===== config.mk =====
export PLATFORM = sky130hd
export DESIGN_NAME = otcb_ctrl
export DESIGN_NICKNAME = d
export VERILOG_FILES = /design/src/hw/rtl/otcb_pkg.sv /design/src/hw/rtl/otcb_ctrl.sv
export SDC_FILE = /design/constraint.sdc
export NUM_CORES = 1
export LEC_CHECK = 0
export BUFFER_PORTS_ARGS = -buffer_cell sky130_fd_sc_hd__buf_4
export CORE_MARGIN = 4
export CORE_UTILIZATION = 40
export DETAILED_ROUTE_END_ITERATION = 10
export GPL_TIMING_DRIVEN = 1
export SYNTH_ARGS = -nofsm -noshare
export SYNTH_HDL_FRONTEND = slang
export SYNTH_SLANG_ARGS = --single-unit

===== constraint.sdc =====
create_clock -name clk_i -period 1.4 [get_ports clk_i]
set_input_delay 0.14 -clock clk_i [delete_from_list [all_inputs] [get_ports clk_i]]
set_output_delay 0.14 -clock clk_i [all_outputs]
set_load 0.01 [all_outputs]

===== src/hw/rtl/otcb_pkg.sv =====
package otcb_pkg;

  localparam int RING_WORDS = 32768;
  localparam int BUCKETS    = 1024;

  localparam int RING_AW  = $clog2(RING_WORDS);
  localparam int CNT_W    = $clog2(BUCKETS + 1);
  localparam int LINK_W   = 24;
  localparam int COUNT_W  = 8;
  localparam int WORD_W   = LINK_W + COUNT_W;
  localparam int OP_W     = 3;
  localparam int DEPTH_W  = 10;
  localparam int RIDX_W   = 15;

  // Link value that terminates a list.
  localparam logic [LINK_W-1:0] LINK_END = {LINK_W{1'b1}};

  typedef logic [RING_AW-1:0] ring_idx_t;

  typedef enum logic [OP_W-1:0] {
    OP_NEW_BLOCK  = 3'd0,
    OP_BEGIN_PRIM = 3'd1,
    OP_DATA       = 3'd2,
    OP_FLUSH      = 3'd3,
    OP_READ       = 3'd4
  } op_e;

  typedef enum logic [2:0] {
    STEP_NONE,
    STEP_OPEN_SET,
    STEP_SWEEP,
    STEP_BKT_HDR,
    STEP_BKT_LINK,
    STEP_FR_HDR,
    STEP_FR_RD,
    STEP_FR_WR
  } step_e;

  typedef struct packed {
    logic  accept;
    step_e step;
  } cmd_t;

  typedef struct packed {
    logic chain_live;
    logic sweep_last;
  } status_t;

endpackage


===== src/hw/rtl/otcb_ctrl.sv =====
module otcb_ctrl (
  input  logic                      clk_i,
  input  logic                      rst_ni,
  input  logic                      start_i,
  input  logic [otcb_pkg::OP_W-1:0] operation_i,
  input  logic                      draw_in_front_i,
  input  otcb_pkg::status_t         sts_i,
  output otcb_pkg::cmd_t            cmd_o,
  output logic                      busy_o,
  output logic                      done_o
);
  import otcb_pkg::*;

  typedef enum logic [7:0] {
    S_IDLE     = 8'b0000_0001,
    S_OPEN_SET = 8'b0000_0010,
    S_SWEEP    = 8'b0000_0100,
    S_BKT_HDR  = 8'b0000_1000,
    S_BKT_LINK = 8'b0001_0000,
    S_FR_HDR   = 8'b0010_0000,
    S_FR_RD    = 8'b0100_0000,
    S_FR_WR    = 8'b1000_0000
  } state_e;

  state_e state_q, state_d;
  logic   done_q, done_d;
  logic   accept;

  assign accept = start_i && (state_q == S_IDLE);

  always_comb begin
    state_d      = state_q;
    done_d       = 1'b0;
    cmd_o.accept = accept;
    cmd_o.step   = STEP_NONE;
    unique case (state_q)
      S_IDLE: begin
        if (accept) begin
          unique case (op_e'(operation_i))
            OP_NEW_BLOCK:  state_d = S_OPEN_SET;
            OP_BEGIN_PRIM: state_d = draw_in_front_i ? S_FR_HDR : S_BKT_HDR;
            OP_FLUSH: begin
              if (sts_i.chain_live) begin
                state_d = S_OPEN_SET;
              end else begin
                done_d = 1'b1;
              end
            end
            default:       done_d = 1'b1;
          endcase
        end
      end
      S_OPEN_SET: begin
        cmd_o.step = STEP_OPEN_SET;
        state_d    = S_SWEEP;
      end
      S_SWEEP: begin
        cmd_o.step = STEP_SWEEP;
        if (sts_i.sweep_last) begin
          state_d = S_IDLE;
          done_d  = 1'b1;
        end
      end
      S_BKT_HDR: begin
        cmd_o.step = STEP_BKT_HDR;
        state_d    = S_BKT_LINK;
      end
      S_BKT_LINK: begin
        cmd_o.step = STEP_BKT_LINK;
        state_d    = S_IDLE;
        done_d     = 1'b1;
      end
      S_FR_HDR: begin
        cmd_o.step = STEP_FR_HDR;
        state_d    = S_FR_RD;
      end
      S_FR_RD: begin
        cmd_o.step = STEP_FR_RD;
        state_d    = S_FR_WR;
      end
      S_FR_WR: begin
        cmd_o.step = STEP_FR_WR;
        state_d    = S_IDLE;
        done_d     = 1'b1;
      end
      default: state_d = S_IDLE;
    endcase
  end

  always_ff @(posedge clk_i or negedge rst_ni) begin
    if (!rst_ni) begin
      state_q <= S_IDLE;
      done_q  <= 1'b0;
    end else begin
      state_q <= state_d;
      done_q  <= done_d;
    end
  end

  assign busy_o = (state_q != S_IDLE);
  assign done_o = done_q;

endmodule


==> impl_metrics.ini, run 1 <==
[worst_hold_path]
hold_path_class = in -> reg

[power]
power_switching_uw = 350
p_int_uw = 691
seq_power_share = 0.336
p_clk_frac = 0.191
swShare = 0.336
power_leakage_nw = 0.501
pwr_density_cell_mw_per_mm2 = 973
comb_power_share = 0.473
ir_drop_mv = 0.726
power_mw = 1.04

[cts]
cts.sinks = 9
clock_path_buffers = 2
cts-root-buf = clkbuf_4
clk_pin_slew_worst_paths_ps = 60
h-tree-depth = 1
clock_latency_ps = 260
tritoncts = yes
cts_buffers = 3

[logic_synthesis]
synth.top_cells.by_area = dfrtp_1, dfstp_2, nor2_1
synth_warnings = 0
netlist_area_um2 = 659
syn_inst = 72
synth_top_area_cell = dfrtp_1
synth_nets = 81
ys_ff_latch = 9
synth_area_per_cell_um2 = 9.16
yosys.area.top_type_share = 0.304
post_synth_num_cell_types = 35
ys_seq_area_frac = 0.343

[final_layout]
synthToLayoutAreaGrowth_pct = 62.4
design_area_mm2 = 0.00107
nNetsFinal = 119
diodes = 0
drive_above_1_share = 0.560
post-route-util = 0.703

[die]
dieHeight_um = 48.6
dieWidth_um = 48.6
die_area_mm2 = 0.00236
io_pins = 15
initial_core_util = 0.433
rows = 14
core_area_mm2 = 0.00152

[timing]
setup_ws_ps = -340
timing.fmax_mhz = 575
drv_slew = 0
relSlewSlack = 0.764
period_needed_ps = 1740
worst_slew_pin_slew_ps = 351
finalSetupTns_ps = -1700
min_period_over_period = 1.24
finClkSkew_ps = 0.520
finalHoldViolations = 0
rsz0062_at_grt = yes
setup_violations = 11

[routing]
drt_pass1_iterations = 4
ant_nets = 0
wl_per_cell_um = 14.4
vias_per_cell = 5.26
finalWirelength_mm = 1.80
drc = 0
num_vias = 658
drt_iter0_drc = 7

[critical_path]
worstPathRequired_ps = 1260
cp_max_fo = 3
crit_type = reg -> out
end_kind = primary output
start_kind = flip-flop
cp_data_arrival_time_ps = 1600
reg2reg_slack_ps = -160

[job]
maxCapViolations = 0

[run_status]
status = complete, but fails checks
violations = setup timing

[global_route]
gr-usage-all-layers = 0.154
grt_antenna_before_repair = 0
grt_first_pass_wirelength_mm = 2.88
grt.overflow.total = 0
grt_max_degree = 10
first_global_vias = 651

[place]
dpl-instance-area_um2 = 890
hpwl_mm = 1.26
place.gp.congestion = 0.872
io_buffer_count = 14
-- placed cells by master, fill, tap and decap left out, drive strengths merged, types with 3 or more instances in the layout --
master,count
nor4,4
nor2b,3
clkbuf,3
nor2,7
nor3,3
dfrtp,8
xor2,3
inv,4
o21ai,3
buf,40
-- routing by layer --
layer / share of wire / vias to the layer above / wire length (um) / global-route usage
li1: - / 339 / - / -
met2: 0.53 / 17 / 950 / 0.259
met4: 0.0044 / 0 / 8 / 0.0538
met1: 0.42 / 300 / 755 / 0.189
met3: 0.046 / 2 / 83 / 0.0368
met5: 0 / - / 0 / 0
-- logic make-up after synthesis --
family	share of synthesized area
compound gates	0.178
xor+xnor	0.0664
buf+inv	0.0911
flops	0.343
simple gates	0.321
-- power by group through the flow --
stage / logic (mW) / clock network, mW / registers [mW]
final: 0.493 / 0.199 / 0.350
after global routing: 0.535 / 0.219 / 0.354
after CTS: 0.469 / 0.206 / 0.348
after detailed placement: 0.382 / 0 / 0.340
after global placement: 0.379 / 0 / 0.342
after floorplan: 0.237 / 0 / 0.313
-- cell usage after synthesis, drive strengths merged --
cell type,count
a2111oi,1
a211oi,1
a21boi,2
a21o,1
a21oi,1
a31o,1
and3,1
and4,1
and4b,1
buf,5
clkbuf,3
dfrtp,8
dfstp,1
inv,4
nand2,2
nand3,2
nand3b,2
nand4,2
nor2,7
nor2b,3
nor3,3
nor4,4
nor4b,2
o2111a,1
o211ai,2
o21ai,3
o311ai,1
o32ai,1
or4,1
xnor2,2
xor2,3
-- per-stage QoR --
stage                     setup slack (ps)  hold slack [ps]  cells
after floorplan                      -56.9             -156     72
after global placement               -72.3            -26.6    114
after detailed placement             -92.4            -26.9    114
after CTS                             -331             30.6    124
after global routing                  -382             27.1    125
final                                 -340             36.7    125
-- flip-flops by register name, indices dropped and copies added, names as in the netlist --
signal,count
done_o,1
state_q,8
-- layout make-up --
type                       count  area, um^2
tap                           16        20.0
fill                         115         453
sequential                     9         230
clock inverter                 1        5.00
clock buffer                   3        22.5
timing repair buffer          41         329
inverter                       4        15.0
multi-input combinational     51         449
-- critical path, cell delays in order (launching register included) --
cell and delay [ps]:
dfrtp_2 430, or4_4 510, nor4_4 170, a21o_1 130, buf_6 100
-- worst paths after layout --
kind,startpoint,to,depth (start not counted)
min,draw_in_front_i,state_q[3],2
max,state_q[3],cmd_o[0],4
max in group asynchronous,rst_ni,state_q[0],2
max reg2reg,state_q[3],state_q[1],5
min reg2reg,state_q[6],state_q[6],3
min in group asynchronous,rst_ni,state_q[6],2
-- timing repair --
| action | 4_1_cts | 5_1_grt |
|---|---|---|
| gates cloned | 0 | 0 |
| setup endpoints to repair | 10 | 12 |
| pin swaps | 3 | 4 |
| resized for setup | 11 | 12 |
| hold endpoints to repair | 9 | 0 |
| hold buffers | 1 | 0 |
| buffers inserted | 6 | 2 |
(Power assumes the default switching activity.)
==> run 2: changes to the inputs <==
Settings changed: PLACE_DENSITY set to 0.68.
==> run 2 against run 1 <==
The flow still finishes with violations (setup timing). Setup slack got worse by 34 ps. First-iteration DRC count increased by 57%. Critical endpoint unchanged. Core utilization increased by 0.16 points. Power increased by 3.0%. Maximum frequency decreased by 1.9%. Clock skew increased by 2.4 ps. Sequential share of layout area decreased by 0.050 points. Design area increased by 0.23%. Die area unchanged. Final cell count unchanged. Critical path depth unchanged. Critical path type unchanged.
==> impl_metrics.ini, run 2 (synthesis results as in run 1) <==
[global_route]
grt_max_degree = 10
grt_first_pass_wirelength_mm = 3.06
gr-usage-all-layers = 0.164
grt.overflow.total = 0
grt_antenna_before_repair = 0
first_global_vias = 682

[timing]
worst_slew_pin_slew_ps = 312
drv_slew = 0
setup_ws_ps = -374
period_needed_ps = 1770
finClkSkew_ps = 2.94
rsz0062_at_grt = yes
relSlewSlack = 0.791
min_period_over_period = 1.27
finalHoldViolations = 0
timing.fmax_mhz = 564
setup_violations = 12

[place]
placed_cells = 111
dpl-instance-area_um2 = 867
place.gp.congestion = 0.748
post-place-ws_ps = -126
io_buffer_count = 14
hpwl_mm = 1.28

[final_layout]
diodes = 0
drive_above_1_share = 0.560
fill_cells = 102
nNetsFinal = 119
regMostFlops = state_q
layout_common_cells = buf_4, nor2_1, dfrtp_1, buf_6, inv_1
layout.cells.most_common = buf_4
final_cells = 125
ff_latch_area_um2 = 230
design_area_mm2 = 0.00107
largest_reg_flops = 8
multi_input_area_um2 = 452
synthToLayoutAreaGrowth_pct = 62.8

[power]
ir_drop_mv = 1.08
pwr_density_cell_mw_per_mm2 = 999
p_int_uw = 705
swShare = 0.343
seq_power_share = 0.331
power_switching_uw = 368
comb_power_share = 0.478
power_leakage_nw = 0.507
p_clk_frac = 0.191

[run_status]
violations = setup timing
status = complete, but fails checks

[cts]
clock_path_buffers = 2
h-tree-depth = 1
cts.sinks = 9
clock_latency_ps = 270
cts_buffers = 3
tritoncts = yes
clk_pin_slew_worst_paths_ps = 60
cts-root-buf = clkbuf_4

[die]
core_area_mm2 = 0.00152
io_pins = 15
dieWidth_um = 48.6
dieHeight_um = 48.6
initial_core_util = 0.433
rows = 14
die_area_mm2 = 0.00236

[critical_path]
r2r_cells = 4
reg2reg_slack_ps = -160
crit_type = reg -> out
cp_max_fo = 2
cp_data_arrival_time_ps = 1630
r2r_start = state_q[6]
start_kind = flip-flop
end_kind = primary output
worstPathRequired_ps = 1260
reg2reg_to = state_q[6]

[routing]
drt_pass1_iterations = 4
drc = 0
wl_per_cell_um = 14.7
ant_nets = 0
num_vias = 678
drt_iter0_drc = 11
finalWirelength_mm = 1.84
vias_per_cell = 5.42

[worst_hold_path]
hold_path_class = in -> reg
hold_depth = 2
hold_end = state_q[3]
hold_path_startpoint = draw_in_front_i

[job]
maxCapViolations = 0
## run 2: layout make-up
| type | instances | area share |
|---|---|---|
| flip-flops and latches | 9 | 0.214 |
| inverters | 4 | 0.0140 |
| repair buffers | 41 | 0.307 |
| multi-input cells | 51 | 0.421 |
| well taps | 16 | 0.0186 |
| clock buffers | 3 | 0.0210 |
| clock inverters | 1 | 0.00466 |
## run 2: power by group through the flow
stage | sequential, mW | combinational, mW | clock (mW)
after global routing | 0.358 | 0.559 | 0.222
after detailed placement | 0.356 | 0.348 | 0
after global placement | 0.354 | 0.348 | 0
after floorplan | 0.313 | 0.237 | 0
after CTS | 0.351 | 0.468 | 0.208
final | 0.355 | 0.513 | 0.205
## run 2: through the flow
step / total power [mW] / TNS [ps] / util / hold WS, ps
2_1_floorplan: 0.550 / -56.9 / - / -156
3_3_place_gp: 0.702 / -261 / 0.569 / -34.7
3_5_place_dp: 0.704 / -410 / 0.569 / -33.9
4_1_cts: 1.03 / -1510 / 0.678 / 23.5
5_1_grt: 1.14 / -3150 / 0.704 / 20.6
6_report: 1.07 / -2010 / 0.704 / 29.4
## run 2: repair_timing
action / in CTS / in global routing
setup buffers: 7 / 2
hold buffers: 1 / 0
gates resized for setup: 16 / 7
setup endpoints to repair: 10 / 13
pin swaps: 5 / 3
endpoints found under the hold margin: 9 / 0
## run 2: how the worst max path moves through the flow
stage / to / cells past startpoint / slack [ps] / from
after CTS: cmd_o[0] / 4 / -360 / state_q[6]
final: cmd_o[0] / 4 / -370 / state_q[6]
after global routing: cmd_o[0] / 4 / -430 / state_q[6]
after detailed placement: state_q[6] / 3 / -130 / state_q[6]
after floorplan: cmd_o[0] / 4 / -60 / state_q[7]
after global placement: state_q[6] / 3 / -170 / state_q[6]
## run 2: routing by layer
metal / part of all wire / track usage
met3: 0.039 / 0.0276
met4: 0.022 / 0.0987
met1: 0.45 / 0.199
met5: 0 / 0
met2: 0.48 / 0.267
## run 2: critical path: stages (launching register included)
cell	delay, ps
dfrtp_1	380
or4_4	560
nor4_4	180
a21o_1	130
buf_4	110
==> run 3: changes to the inputs <==
==> constraint.sdc (replaced) <==
create_clock -name clk_i -period 1.4 [get_ports clk_i]
set_input_delay 0 -clock clk_i [delete_from_list [all_inputs] [get_ports clk_i]]
set_output_delay 0 -clock clk_i [all_outputs]
set_load 0.01 [all_outputs]
==> run 3 against run 2 <==
The flow still finishes with violations (setup timing). Core utilization decreased by 2.2 points. Non-clock buffer count decreased by 5. Clock power decreased by 4%. Clock skew increased by 2.4 ps. Largest power group unchanged.
==> impl_metrics.ini, run 3 (synthesis results as in run 1) <==
[critical_path]
cp_data_arrival_time_ps = 1640
r2r_cells = 5
end_kind = primary output
start_kind = flip-flop
worstPathRequired_ps = 1400
crit_type = reg -> out
cp_max_fo = 3

[place]
post-place-ws_ps = -57.4
hpwl_mm = 1.31
place.gp.congestion = 0.861
io_buffer_count = 14

[routing]
num_vias = 691
finalWirelength_mm = 2.01
ant_nets = 0
drt_iter0_drc = 14
vias_per_cell = 5.76
drc = 0
drt_pass1_iterations = 4
wl_per_cell_um = 16.8

[cts]
tritoncts = yes
cts.sinks = 9
h-tree-depth = 1
clk_pin_slew_worst_paths_ps = 60
cts-root-buf = clkbuf_4
cts_buffers = 3
clock_path_buffers = 2
clock_latency_ps = 260

[timing]
relSlewSlack = 0.710
finalHoldViolations = 0
timing.fmax_mhz = 610
drv_slew = 0
worst_slew_pin_slew_ps = 433
period_needed_ps = 1640
rsz0062_at_grt = yes
finClkSkew_ps = 5.38
setup_violations = 12
setup_ws_ps = -240
min_period_over_period = 1.17

[die]
die_area_mm2 = 0.00236
io_pins = 15
initial_core_util = 0.433
rows = 14
core_area_mm2 = 0.00152
dieWidth_um = 48.6
dieHeight_um = 48.6

[final_layout]
post-route-util = 0.682
layout.cells.most_common = buf_4
layout_common_cells = buf_4, dfrtp_1, nor2_1, inv_1, dlygate4sd3_1
synthToLayoutAreaGrowth_pct = 57.7
largest_reg_flops = 8
regMostFlops = state_q
diodes = 0
nNetsFinal = 114
drive_above_1_share = 0.490

[worst_hold_path]
hold_path_class = in -> reg
hold_depth = 3

[global_route]
first_global_vias = 735
grt_antenna_before_repair = 0
gr-usage-all-layers = 0.172
grt_first_pass_wirelength_mm = 3.24
grt.overflow.total = 0
grt_max_degree = 12

[power]
power_leakage_nw = 0.472
ir_drop_mv = 0.749
pwr_density_cell_mw_per_mm2 = 1050

[job]
maxCapViolations = 0

[run_status]
status = complete, but fails checks
violations = setup timing
[run 3: cell count changes in the layout (fill, tap and decap cells not counted), sizes merged]
cell and delta:
buf -8, dlygate4sd3 +3, clkbuf +1, clkinv -1
[run 3: cell type report]
class	count	area (um^2)
clock buffer	4	26.3
fill	112	484
inverter	4	15.0
multi-input combinational	51	460
sequential	9	226
tap	16	20.0
timing repair buffer	36	292
[run 3: power by group]
part | internal [mW] | leakage [nW] | switching, mW
Combinational | 0.307 | 0.336 | 0.244
Sequential | 0.298 | 0.121 | 0.0436
Clock | 0.110 | 0.0150 | 0.0863
[run 3: critical path, cell delays in order (launching register included)]
cell     delay, ps
dfrtp_1        420
or4_4          560
nor4_4         170
a21o_1         120
buf_4          110
[run 3: stage by stage]
stage / instance area (um^2) / instances / power [mW] / hold slack [ps] / setup TNS (ps)
global route: 1040 / 120 / 1.16 / 97.5 / -2060
global placement: 830 / 106 / 0.718 / -172 / -39.2
CTS: 981 / 118 / 1.04 / 75.3 / -1070
finish: 1040 / 120 / 1.09 / 70.0 / -1120
detailed placement: 830 / 106 / 0.720 / -170 / -58.2
floorplan: 661 / 72 / 0.550 / -296 / 0
[run 3: layer usage]
metal / routed length [um] / vias to the layer above / track usage / share of wire
li1: - / 328 / - / -
met1: 783 / 343 / 0.180 / 0.39
met3: 88 / 2 / 0.0429 / 0.044
met2: 1120 / 18 / 0.324 / 0.56
met4: 16 / 0 / 0.0628 / 0.0080
met5: 0 / - / 0 / 0
[run 3: path summary, 6_finish.rpt]
check | startpoint | endpoint | slack [ps]
max | state_q[6] | cmd_o[0] | -240
min | sts_i[0] | done_o | 70
max reg2reg | state_q[3] | state_q[1] | -160
min reg2reg | state_q[0] | state_q[0] | 690
max in group asynchronous | rst_ni | state_q[0] | 1080
min in group asynchronous | rst_ni | state_q[3] | 110
[run 3: timing repair]
item / CTS / global route
gates cloned: 0 / 0
endpoints found under the hold margin: 12 / 0
gates resized for setup: 10 / 10
hold buffers: 4 / 0
endpoints found under the setup margin: 9 / 12
pin swaps: 3 / 3
setup buffers: 4 / 3
